$ cat src/sv/cpg_pkg.sv
package cpg_pkg;

  // Default window length in bases.
  localparam int unsigned WINDOW_LEN_DEF = 200;

  // Base encodings; every other code counts as neither C nor G.
  localparam logic [1:0] BASE_C = 2'd1;
  localparam logic [1:0] BASE_G = 2'd2;

  // Configuration register indexes.
  localparam logic CFG_RATIO = 1'b0;
  localparam logic CFG_GC    = 1'b1;

  // Configuration data is as wide as the widest register.
  localparam int unsigned CFG_DW   = 6;
  localparam int unsigned RATIO_W  = 6;
  localparam int unsigned GC_W     = 4;

  localparam logic [RATIO_W-1:0] RATIO_RESET = 6'd6;
  localparam logic [GC_W-1:0]    GC_RESET    = 4'd5;

  typedef struct packed {
    logic [1:0] base_code;
    logic       first_of_run;
    logic       last_of_run;
  } in_word_t;

  typedef struct packed {
    logic is_island;
    logic run_too_short;
  } out_word_t;

endpackage

$ cat src/sv/cpg_island_window_scan_top.sv
// Channel | Direction | Handshake                 | Word
// --------+-----------+---------------------------+---------------------------------
// in      | input     | in_valid_i / in_stall_o   | in_word_i  (base, first, last)
// out     | output    | out_valid_o / out_stall_i | out_word_o (is_island, too short)
// cfg     | input     | cfg_we_i                  | cfg_idx_i, cfg_data_i
//
// One base word is taken per cycle unless a run end waits; a run's verdict is registered.
// The window product C*G is registered beside the counts, so each cycle holds one
// count-width multiply and one threshold multiply.
// Reset clears counts, run state, the output valid flag and the thresholds to their
// defaults; the delay line needs no clearing. While a result waits on a stalled output,
// words that do not end a run are still taken; only a word that ends a run is held off.
module cpg_island_window_scan_top #(
  parameter int unsigned WINDOW_LEN = cpg_pkg::WINDOW_LEN_DEF
) (
  input  logic                       clk_i,
  input  logic                       rst_ni,
  input  logic                       in_valid_i,
  output logic                       in_stall_o,
  input  cpg_pkg::in_word_t          in_word_i,
  output logic                       out_valid_o,
  input  logic                       out_stall_i,
  output cpg_pkg::out_word_t         out_word_o,
  input  logic                       cfg_we_i,
  input  logic                       cfg_idx_i,
  input  logic [cpg_pkg::CFG_DW-1:0] cfg_data_i
);

  localparam int unsigned CW = $clog2(WINDOW_LEN + 1);
  localparam int unsigned PW = 2 * CW;
  localparam int unsigned MW = 2 * CW + 6;
  localparam int unsigned GW = CW + 5;

  localparam logic [CW-1:0] WIN_FULL    = CW'(WINDOW_LEN);
  localparam logic [MW-1:0] RATIO_SCALE = MW'(WINDOW_LEN * 10);
  localparam logic [GW-1:0] GC_SCALE    = GW'(WINDOW_LEN);
  localparam logic [GW-1:0] TEN         = GW'(10);

  // Configuration registers.
  logic [cpg_pkg::RATIO_W-1:0] ratio_q;
  logic [cpg_pkg::GC_W-1:0]    gc_q;

  always_ff @(posedge clk_i or negedge rst_ni) begin
    if (!rst_ni) begin
      ratio_q <= cpg_pkg::RATIO_RESET;
      gc_q    <= cpg_pkg::GC_RESET;
    end else if (cfg_we_i) begin
      unique case (cfg_idx_i)
        cpg_pkg::CFG_RATIO: ratio_q <= cfg_data_i[cpg_pkg::RATIO_W-1:0];
        cpg_pkg::CFG_GC:    gc_q    <= cfg_data_i[cpg_pkg::GC_W-1:0];
        default: ;
      endcase
    end
  end

  // Handshake: only a word that ends a run waits on a blocked output register.
  logic out_valid_q;
  logic out_blocked;
  logic in_accept;

  assign out_blocked = out_valid_q && out_stall_i;
  assign in_stall_o  = out_blocked && in_word_i.last_of_run;
  assign in_accept   = in_valid_i && !in_stall_o;

  // Run state.
  logic [1:0]    prev_q, prev_d;
  logic [CW-1:0] cnt_c_q, cnt_c_d;
  logic [CW-1:0] cnt_g_q, cnt_g_d;
  logic [CW-1:0] cnt_cpg_q, cnt_cpg_d;
  logic [CW-1:0] seen_q, seen_d;
  logic [PW-1:0] prod_q, prod_d;
  logic          verdict_q, verdict_d;
  logic          tested_q, tested_d;

  // Delay line of the last WINDOW_LEN bases, newest at tap zero.
  logic [1:0] hist_q [WINDOW_LEN];
  logic [1:0] oldest;
  logic [1:0] second;

  assign oldest = hist_q[WINDOW_LEN-1];
  assign second = hist_q[WINDOW_LEN-2];

  always_ff @(posedge clk_i) begin
    if (in_accept) begin
      hist_q[0] <= in_word_i.base_code;
      for (int i = 1; i < WINDOW_LEN; i++) begin
        hist_q[i] <= hist_q[i-1];
      end
    end
  end

  // Window test and count update for one base.
  logic [1:0]    prev_c;
  logic [CW-1:0] c_c, g_c, cpg_c, seen_c;
  logic [PW-1:0] prod_c;
  logic          verdict_c, tested_c;
  logic          link;
  logic          full;
  logic [CW-1:0] cpg_sum;
  logic [MW-1:0] lhs_ratio, rhs_ratio;
  logic [GW-1:0] lhs_gc, rhs_gc;
  logic          pass;
  logic [CW-1:0] c_rm, g_rm, cpg_rm;

  always_comb begin
    // A first word starts from a cleared run.
    prev_c    = in_word_i.first_of_run ? 2'd0       : prev_q;
    c_c       = in_word_i.first_of_run ? '0         : cnt_c_q;
    g_c       = in_word_i.first_of_run ? '0         : cnt_g_q;
    cpg_c     = in_word_i.first_of_run ? '0         : cnt_cpg_q;
    seen_c    = in_word_i.first_of_run ? '0         : seen_q;
    prod_c    = in_word_i.first_of_run ? '0         : prod_q;
    verdict_c = in_word_i.first_of_run ? 1'b0       : verdict_q;
    tested_c  = in_word_i.first_of_run ? 1'b0       : tested_q;

    link = (prev_c == cpg_pkg::BASE_C) && (in_word_i.base_code == cpg_pkg::BASE_G);
    full = (seen_c >= WIN_FULL);

    // The arriving base closes a pair that starts on the last window position.
    cpg_sum   = cpg_c + CW'(link);
    lhs_ratio = MW'(cpg_sum) * RATIO_SCALE;
    rhs_ratio = MW'(ratio_q) * MW'(prod_c);
    lhs_gc    = (GW'(c_c) + GW'(g_c)) * TEN;
    rhs_gc    = GW'(gc_q) * GC_SCALE;
    pass      = (lhs_ratio > rhs_ratio) && (lhs_gc > rhs_gc);

    // Drop the oldest base once the window is full.
    c_rm   = c_c;
    g_rm   = g_c;
    cpg_rm = cpg_c;
    if (full) begin
      if (oldest == cpg_pkg::BASE_C) begin
        c_rm = c_c - CW'(1);
        if (second == cpg_pkg::BASE_G) begin
          cpg_rm = cpg_c - CW'(1);
        end
      end else if (oldest == cpg_pkg::BASE_G) begin
        g_rm = g_c - CW'(1);
      end
    end

    tested_d  = tested_c || full;
    verdict_d = verdict_c || (full && pass);
    seen_d    = full ? seen_c : seen_c + CW'(1);

    // Take the new base into the window.
    cnt_c_d   = (in_word_i.base_code == cpg_pkg::BASE_C) ? c_rm + CW'(1) : c_rm;
    cnt_g_d   = (in_word_i.base_code == cpg_pkg::BASE_G) ? g_rm + CW'(1) : g_rm;
    cnt_cpg_d = cpg_rm + CW'(link);
    prev_d    = in_word_i.base_code;
    prod_d    = PW'(cnt_c_d) * PW'(cnt_g_d);
  end

  always_ff @(posedge clk_i or negedge rst_ni) begin
    if (!rst_ni) begin
      prev_q    <= 2'd0;
      cnt_c_q   <= '0;
      cnt_g_q   <= '0;
      cnt_cpg_q <= '0;
      seen_q    <= '0;
      prod_q    <= '0;
      verdict_q <= 1'b0;
      tested_q  <= 1'b0;
    end else if (in_accept) begin
      prev_q    <= prev_d;
      cnt_c_q   <= cnt_c_d;
      cnt_g_q   <= cnt_g_d;
      cnt_cpg_q <= cnt_cpg_d;
      seen_q    <= seen_d;
      prod_q    <= prod_d;
      verdict_q <= verdict_d;
      tested_q  <= tested_d;
    end
  end

  // Output register: loaded on the last word of a run.
  cpg_pkg::out_word_t out_word_q;

  always_ff @(posedge clk_i or negedge rst_ni) begin
    if (!rst_ni) begin
      out_valid_q <= 1'b0;
    end else if (in_accept && in_word_i.last_of_run) begin
      out_valid_q <= 1'b1;
    end else if (!out_stall_i) begin
      out_valid_q <= 1'b0;
    end
  end

  always_ff @(posedge clk_i) begin
    if (in_accept && in_word_i.last_of_run) begin
      out_word_q.is_island     <= verdict_d;
      out_word_q.run_too_short <= !tested_d;
    end
  end

  assign out_valid_o = out_valid_q;
  assign out_word_o  = out_word_q;

endmodule

$ cat config.mk
export PLATFORM = sky130hd
export DESIGN_NAME = cpg_island_window_scan_top
export DESIGN_NICKNAME = d
export VERILOG_FILES = /design/src/sv/cpg_pkg.sv /design/src/sv/cpg_island_window_scan_top.sv
export SDC_FILE = /design/constraint.sdc
export NUM_CORES = 1
export LEC_CHECK = 0
export ABC_AREA = 1
export BUFFER_PORTS_ARGS = -buffer_cell sky130_fd_sc_hd__buf_2
export CAP_MARGIN = 20
export CORE_ASPECT_RATIO = 2
export CORE_UTILIZATION = 42
export DETAILED_ROUTE_END_ITERATION = 8
export GPL_ROUTABILITY_DRIVEN = 0
export GPL_TIMING_DRIVEN = 1
export PLACE_DENSITY = 0.68
export SETUP_SLACK_MARGIN = 0.02
export SLEW_MARGIN = 20
export SYNTH_ARGS = -nofsm -noshare
export SYNTH_HDL_FRONTEND = slang
export SYNTH_SLANG_ARGS = --single-unit
$ cat constraint.sdc
create_clock -name clk_i -period 34.1 [get_ports clk_i]
set_input_delay 3.41 -clock clk_i [delete_from_list [all_inputs] [get_ports clk_i]]
set_output_delay 3.41 -clock clk_i [all_outputs]
set_load 0.02 [all_outputs]
==> summary.md, run 1 <==
| Metric | Value |
|---|---|
| Area grow syn2layout | `9.952%` |
| Tcrit/Tclk final | `a little under 30%` |
| Pwr/cell area | `46.21 nW/um^2` |
| Post-synthesis cell type count | `46` |
| Kind of critical path | `in2reg` |
| Main combinational cell family by area after synthesis | `adder cells` |
| CTS sink cnt | `between 400 and 500` |
| Clk_skew | `about 28 ps` |
| Num CTS Buffers | `40` |
| Largest net degree at the start of global routing | `approximately 210` |
| Die Y | `~340 um` |
| Max Transition Viols Final | `0` |
| Final #Nets | `between 2k and 2.5k` |
| HP Class | `reg2reg` |
| Dpl ws | `about 23000 ps` |
| Share of cells above drive strength 1 | `6.244%` |
| Initial DRC Count | `~910` |
| Crit-path most repeated cell | `nand2_1` |
| # DRC | `0` |
| EDFF count, synth | `402` |
| CTS Root Buffer Type | `clkbuf_16` |
| Synth top cells by count | `edfxtp_1 (402), nand2_1 (401), inv_1 (342)` |
| Post-synthesis mux area share | `0%` |
| Post CTS Setup Buffer Count | `0` |
| Die area | `~58000 um^2` |
| Seq/Total Area, Yosys | `a little under three fifths` |
| Port Buffer Count | `19` |
| Post-Synth Adder-Cell Area | `a little under a fifth` |
| CTS resizes | `0` |
| Final Power | `approximately 1200 uW` |
| Routed WL | `approximately 45000 um` |
| # fillers | `a little over 5k` |
| Clock transition at the registers of the reported paths | `80 ps` |
| Most common cell in the netlist | `edfxtp_1` |
| Post-synthesis compound-gate area fraction | `3.601%` |
| CP required | `approximately 35000 ps` |
| CP Launch Type | `input pin` |
| DRT antenna net count | `0` |
| CP arrival | `10530 ps` |
| Non-Filler Instances | `between 2k and 3k` |
| DR vias/cell | `between 4 and 5` |
| Ant diodes | `0` |
| Antenna violations before repair | `0` |
| Clk buf depth | `3` |
| Vias in the first global route | `~15k` |
| Core Util, Final | `a little under half` |
| Final min period | `10100 ps` |
| DRT Pass-1 Iters | `7` |
| Synth async-reset ratio | `about 14%` |
| Post-Synth Simple-Gate Area | `11.97%` |
| Final setup viols | `0` |
| Cells after DPL | `2790` |
| Dpl hpwl | `between 30000 and 40000 um` |
| Vias | `approximately 14k` |
| Register Area | `13650 um^2` |
| XOR/XNOR Fraction of Synth Area | `~2.9%` |
| Leak | `about 0.012 uW` |
| Core Region | `between 50000 and 60000 um^2` |
| Slew HR | `a little over a quarter` |
| Synthesized area per cell | `approximately 12 um^2` |
| Rows | `roughly 120` |
| Effective utilization at floorplan | `a little over two fifths` |
| Total grt overflow | `0` |
| Reg2reg setup slack | `~27000 ps` |
| Status | `finished, final reports clean` |
| Max IR drop VDD | `between 30 and 40 uV` |
| First-pass GRT wire length | `74820 um` |
| CP max stage delay | `between 600 and 700 ps` |
| Dominant synthesized flop cell | `edfxtp_1` |
| Max Cap Viol | `0` |
| Top cells by area, synth | `edfxtp_1 (50%), fa_1 (9.7%), ha_1 (8.9%)` |
| Avg WL per Cell | `~16 um` |
| Clock Latency Late Sink | `roughly 560 ps` |
| Setup TNS | `0 ps` |
| Synthesized instance count | `2037` |
| Max Fclk | `a little under 0.1 GHz` |
| Synthesized area | `around 24000 um^2` |
| Die W | `between 150 and 200 um` |
| Worst Path Max Fanout | `28` |
| Top cell type's share of synthesized area | `roughly half` |
| Unrepaired setup endpoints after global routing | `false` |
| Multi-input logic area | `8876 um^2` |
| I/O pins | `20` |
| All-Layer GR Usage | `approximately 16%` |
| CTS tree | `built` |
| Syn Nets | `between 2k and 2.5k` |
| Final hold violations | `0` |
| Crit-path slowest cell | `nor3_1` |
| Worst Tran Pin Value | `roughly 1100 ps` |
| CP Capture Type | `flop` |
| CTS H-tree lvls | `2` |
| Post-synthesis sequential element count | `around 470` |
| Post-synth top area cell | `edfxtp_1` |
| Yosys warns | `0` |
| Hold-fix buffer count after cts | `0` |
| Final WS setup | `~24000 ps` |
-- worst max-delay path, delay by kind of cell --
kind / cells / cell delay (ps)
AOI/OAI and AO/OA: 2 / 350
xor gates and xnor gates: 2 / 650
adders and majority gates: 7 / 2790
buffers and inverters: 8 / 1090
and+or+nand+nor: 14 / 2230
-- layout by cell type (no fill, tap or decap), types with 5 or more instances in the layout --
cell type,Yosys,layout
xnor2_1,22,22
nand4_1,19,19
a21oi_1,59,59
edfxtp_1,402,402
inv_1,342,341
nor3_1,13,13
o21ai_0,53,53
clkinv_1,0,7
a31oi_1,6,6
nand2_2,8,9
nand2_1,401,400
bufinv_16,0,5
nand3_1,76,76
dfrtp_1,59,59
fa_1,116,116
xor2_1,52,52
nor2_1,139,139
o21ai_1,11,11
inv_2,8,8
ha_1,170,170
clkbuf_16,0,42
clkbuf_1,18,5
a21o_1,9,9
o21bai_1,5,5
buf_2,1,19
nor2_2,7,7
-- path summary, 6_finish.rpt --
path / startpoint / to / cells past startpoint
max: in_word_i[1] / out_word_o[1] / 33
min: hist_q[16][7] / hist_q[16][9] / 0
min in group asynchronous: rst_ni / out_valid_o / 2
max in group asynchronous: rst_ni / cnt_g_q[5] / 2
min reg2reg: hist_q[16][7] / hist_q[16][9] / 0
max reg2reg: prev_q[0] / out_word_o[1] / 30
-- through the flow --
step	instance area, um^2	hold WS, ps
3_3_place_gp	24940	401.0
6_report	26320	404.6
2_1_floorplan	23940	400.3
3_5_place_dp	24940	404.5
4_1_cts	26320	406.7
5_1_grt	26320	409.7
-- sequential cells by signal (all words and copies together), names as in the netlist --
| name | cells |
|---|---|
| out_valid_o | 1 |
| tested_q | 1 |
| out_word_o | 2 |
| hist_q | 400 |
| ratio_q | 6 |
| seen_q | 8 |
| verdict_q | 1 |
| cnt_cpg_q | 8 |
| gc_q | 4 |
| prev_q | 2 |
| cnt_g_q | 8 |
| prod_q | 16 |
| cnt_c_q | 8 |
-- metal layers --
metal  vias to the layer above  track usage (%)  wire length (um)
met5                         -                0                 0
met4                         0            10.19              2767
met3                       136            1.959              1505
met2                       322            28.93             23310
met1                      6998            18.73             17610
li1                       6776                -                 -
-- where the power goes --
group / switching [uW] / internal (uW) / total, uW
registers: 16.9 / 664 / 681
clock network: 205 / 270 / 474
logic: 44.6 / 16.7 / 61.3
-- layout make-up --
cell class	count	share of cell area [%]
inverter	351	5.053
tap	750	3.565
timing repair buffer	24	0.5515
multi-input combinational	1200	33.72
clock buffer	49	4.169
sequential	465	51.88
clock inverter	25	1.060
-- cell families (layout without fill, tap and decap cells) --
| family | Yosys count | in the layout |
|---|---|---|
| AO/OA/AOI/OAI | 157 | 157 |
| XOR/XNOR | 77 | 77 |
| adder cells (fa/ha/maj) | 286 | 286 |
| buffers and inverters | 372 | 449 |
| flip-flops | 465 | 465 |
| AND/OR/NAND/NOR | 680 | 680 |
No activity file was read; power rests on OpenSTA's default activity.
==> inputs of run 2 (changes only) <==
--- a/config.mk
+++ b/config.mk
@@ -5,7 +5,7 @@
 export SDC_FILE = /design/constraint.sdc
 export NUM_CORES = 1
 export LEC_CHECK = 0
-export ABC_AREA = 1
+export ABC_AREA = 0
 export BUFFER_PORTS_ARGS = -buffer_cell sky130_fd_sc_hd__buf_2
 export CAP_MARGIN = 20
 export CORE_ASPECT_RATIO = 2
==> constraint.sdc (replaced) <==
create_clock -name clk_i -period 10.3 [get_ports clk_i]
set_input_delay 1.03 -clock clk_i [delete_from_list [all_inputs] [get_ports clk_i]]
set_output_delay 1.03 -clock clk_i [all_outputs]
set_load 0.02 [all_outputs]
==> run 2 against run 1 <==
Against the previous run: critical endpoint unchanged; critical path type unchanged; die area up 0.21%; clock power rose to 3.2 times the previous value; highest routed layer is now met5; worst hold slack better by 4.9 ps; count of clock-buffer cells in the layout up 10; final cell count down 7.1%; non-clock buffer count up 5; register-to-register slack worse by 25000 ps; largest power group unchanged; sequential cell count unchanged.
==> summary.md, run 2 <==
| Metric | Value |
|---|---|
| Status | `finished, final reports clean` |
| Post CTS Setup Buffer Count | `0 (unchanged)` |
| Avg WL per Cell | `16.58 um (+5.1%)` |
| Synth async-reset ratio | `13.55% (unchanged)` |
| Pwr/cell area | `154.4 nW/um^2 (+230%)` |
| Share of cells above drive strength 1 | `7.374% (+1.1 points)` |
| Most flop-heavy register | `hist_q` |
| First-pass GRT wire length | `72370 um (-3.3%)` |
| Core Region | `56330 um^2 (unchanged)` |
| DRT antenna net count | `0 (unchanged)` |
| Multi-input logic area | `9422 um^2 (+6.1%)` |
| Largest net degree at the start of global routing | `95 (-56%)` |
| Max IR drop VDD | `179.8 uV (+470%)` |
| Largest registers | `hist_q (400), prod_q (16)` |
| I/O pins | `20 (unchanged)` |
| Synthesized instance count | `1840 (-9.7%)` |
| CP Launch Type | `input pin` |
| # fillers | `4941 (-2.2%)` |
| Gate power share | `6.9% (+1.9 points)` |
| # DRC | `0 (unchanged)` |
| CP required | `10700 ps (-23830 ps)` |
| Synthesized area per cell | `13.04 um^2 (+11%)` |
| Final hold violations | `0 (unchanged)` |
| EDFF count, synth | `402 (unchanged)` |
| Crit-path slowest cell | `nor4b_1` |
| Max Fclk | `between 0.1 and 0.15 GHz` |
| Clk_skew | `19.46 ps (-8.232 ps)` |
| Clk buf depth | `3 (unchanged)` |
| Switch Pwr | `937.8 uW (+250%)` |
| GR met2 Demand/Resource | `28.90% (about the same)` |
| Sw Ratio | `23.04% (+1.2 points)` |
| Seq pwr share | `55.2% (-0.8 points)` |
| Slew HR | `31.42% (+4.6 points)` |
| Ant diodes | `0 (unchanged)` |
| Most common cell in the netlist | `edfxtp_1` |
| Unrepaired setup endpoints after global routing | `false` |
| Synth top cells by count | `edfxtp_1 (402), inv_1 (207), nand2_1 (185)` |
| Yosys warns | `0 (unchanged)` |
| Pint | `3132 uW (+230%)` |
| Post-synth top area cell | `edfxtp_1` |
| Vias | `13.79k (-3.1%)` |
| Dpl hpwl | `30850 um (-1.9%)` |
| Tcrit/Tclk final | `79.95%` |
| CP max stage delay | `870 ps (+230 ps)` |
| Effective utilization at floorplan | `42.59% (+0.091 points)` |
| Post-synthesis sequential element count | `465 (unchanged)` |
| Area grow syn2layout | `9.874% (about the same)` |
| Final min period | `8235 ps` |
| Vias in the first global route | `14.52k (-3.1%)` |
| CTS Root Buffer Type | `clkbuf_16` |
| Max Transition Viols Final | `0 (unchanged)` |
| Max Cap Viol | `0 (unchanged)` |
| Syn Nets | `2142 (-8.4%)` |
| WHS Path Cells | `0 (unchanged)` |
| All-Layer GR Usage | `15.82% (-0.60 points)` |
| CTS resizes | `0 (unchanged)` |
| CTS tree | `built` |
| Worst Tran Pin Value | `1029 ps (-69.73 ps)` |
| Die area | `58130 um^2 (+0.21%)` |
| CTS H-tree lvls | `2 (unchanged)` |
| DR vias/cell | `5.179 (+4.2%)` |
| Routed WL | `44150 um (-2.3%)` |
| Die Y | `340.0 um (+0.11%)` |
| Hold-fix buffer count after cts | `0 (unchanged)` |
| Most used routing layer | `met2` |
| R2R depth | `24 (-20%)` |
| Clock transition at the registers of the reported paths | `70 ps (about the same)` |
| Final setup viols | `0 (unchanged)` |
| Rows | `123 (unchanged)` |
| Clock network power share | `37.9% (-1.1 points)` |
| Antenna violations before repair | `1 (+1)` |
| CTS sink cnt | `465 (unchanged)` |
| Crit path depth | `25 (-24%)` |
| Post-synthesis cell type count | `79 (+72%)` |
| Worst Path Max Fanout | `42 (+50%)` |
| Register Area | `13650 um^2 (unchanged)` |
| Most frequent cells in the layout | `edfxtp_1 (402), inv_1 (207), nand2_1 (184)` |
| HP Class | `reg2reg` |
| Die W | `171.0 um (+0.11%)` |
| CP Buf/Inv Count | `3 (-5)` |
| Final #Nets | `2181 (-8.5%)` |
| Seq/Total Area, Yosys | `56.92% (-0.12 points)` |
| Setup TNS | `0 ps (unchanged)` |
| Top cell type's share of synthesized area | `50.32% (-0.11 points)` |
| Max reg flops | `400 (unchanged)` |
| CP Capture Type | `flop` |
| Total grt overflow | `0 (unchanged)` |
| CP arrival | `8630 ps (-1900 ps)` |
| DRT Pass-1 Iters | `5 (-2)` |
| Hold slack | `409.5 ps (+4.892 ps)` |
| Top delay family on crit path | `adder cells` |
| Top cells by area, synth | `edfxtp_1 (50%), fa_1 (9.7%), ha_1 (8.9%)` |
| Most common cell after layout, fill and taps aside | `edfxtp_1` |
| Initial DRC Count | `633 (-31%)` |
| Dominant synthesized flop cell | `edfxtp_1` |
| Clock Latency Late Sink | `580 ps (+20 ps)` |
| Leak | `0.01094 uW (-5.2%)` |
| Met1 usage | `17.51% (-1.2 points)` |
| Kind of critical path | `in2reg` |
| Port Buffer Count | `19 (unchanged)` |
| Met3 usage | `2.023% (+0.065 points)` |
| Synthesized area | `23990 um^2 (+0.21%)` |
| Num CTS Buffers | `42 (+5.0%)` |
| Crit-path most repeated cell | `fa_1` |
[run 2: changes by cell type in the layout (fill, tap and decap cells not counted), moves of 20 or more]
cell and change:
and2_1 +23, nand2_1 -216, xnor2_1 +26, nor2_1 -41
inv_1 -134, nand2b_1 +23, nand3_1 -47, nor3_1 +20
nor2b_1 +35
[run 2: cell type report]
| type | instances | share of cell area [%] |
|---|---|---|
| inverter | 209 | 3.005 |
| multi-input combinational | 1132 | 35.75 |
| tap | 750 | 3.560 |
| timing repair buffer | 29 | 0.6456 |
| clock buffer | 59 | 4.462 |
| clock inverter | 18 | 0.7785 |
| sequential | 465 | 51.80 |
[run 2: worst register-to-register path: stages (launching register included)]
cell and delay [ps]:
dfrtp_1 380, nor4b_1 760, ha_1 410, nand3_1 120, xor2_1 170, nor2_1 260, inv_1 120, fa_1 580
fa_1 450, fa_1 500, fa_1 520, inv_1 40, ha_1 330, a21boi_0 240, o21ai_0 130, a21oi_1 320
o21a_1 200, o211ai_1 100, ha_1 320, nand4_1 140, nor4_1 80, a211oi_1 330, or4bb_1 510, a2111o_1 320
o2bb2ai_1 180
[run 2: cells by family after synthesis]
| logic type | after synthesis | share of synthesized area [%] |
|---|---|---|
| buffers and inverters | 243 | 3.849 |
| AND/OR/NAND/NOR | 511 | 10.37 |
| flip-flops | 465 | 56.92 |
| AO/OA/AOI/OAI | 225 | 6.066 |
| adder cells (fa/ha/maj) | 286 | 18.55 |
| XOR/XNOR | 89 | 3.249 |
| multiplexers | 21 | 0.9962 |
[run 2: final timing paths]
| path | from | to | slack (ps) |
|---|---|---|---|
| setup reg to reg | prev_q[1] | out_word_o[1] | 2620 |
| hold reg to reg | hist_q[16][7] | hist_q[16][9] | 410 |
| min in group asynchronous | rst_ni | gc_q[3] | 660 |
| hold / removal | hist_q[16][7] | hist_q[16][9] | 410 |
| setup / recovery | in_word_i[1] | out_word_o[1] | 2070 |
| max in group asynchronous | rst_ni | cnt_g_q[1] | 9010 |
[run 2: through the flow]
step / total power, uW / cell area [um^2] / instances / setup slack (ps) / util (%)
6_report: 4070 / 26360 / 2662 / 2065 / 46.79
5_1_grt: 4241 / 26360 / 2662 / 1659 / 46.79
4_1_cts: 4133 / 26350 / 2662 / 2190 / 46.78
3_5_place_dp: 2566 / 24970 / 2585 / 1612 / 44.33
3_3_place_gp: 2555 / 24970 / 2585 / 1929 / 44.33
2_1_floorplan: 2481 / 23990 / 1840 / 1930 / -
[run 2: routing by layer]
metal	vias up	part of all wire (%)
met3	129	3.0
met2	265	53
met4	2	5.2
met5	-	0.027
li1	6490	-
met1	6901	39
[run 2: power groups by stage]
stage / combinational (uW) / sequential, uW / clock, uW
after CTS: 284 / 2250 / 1600
after detailed placement: 284 / 2280 / 0
after global routing: 315 / 2260 / 1660
after floorplan: 196 / 2290 / 0
after global placement: 269 / 2290 / 0
final: 280 / 2250 / 1540
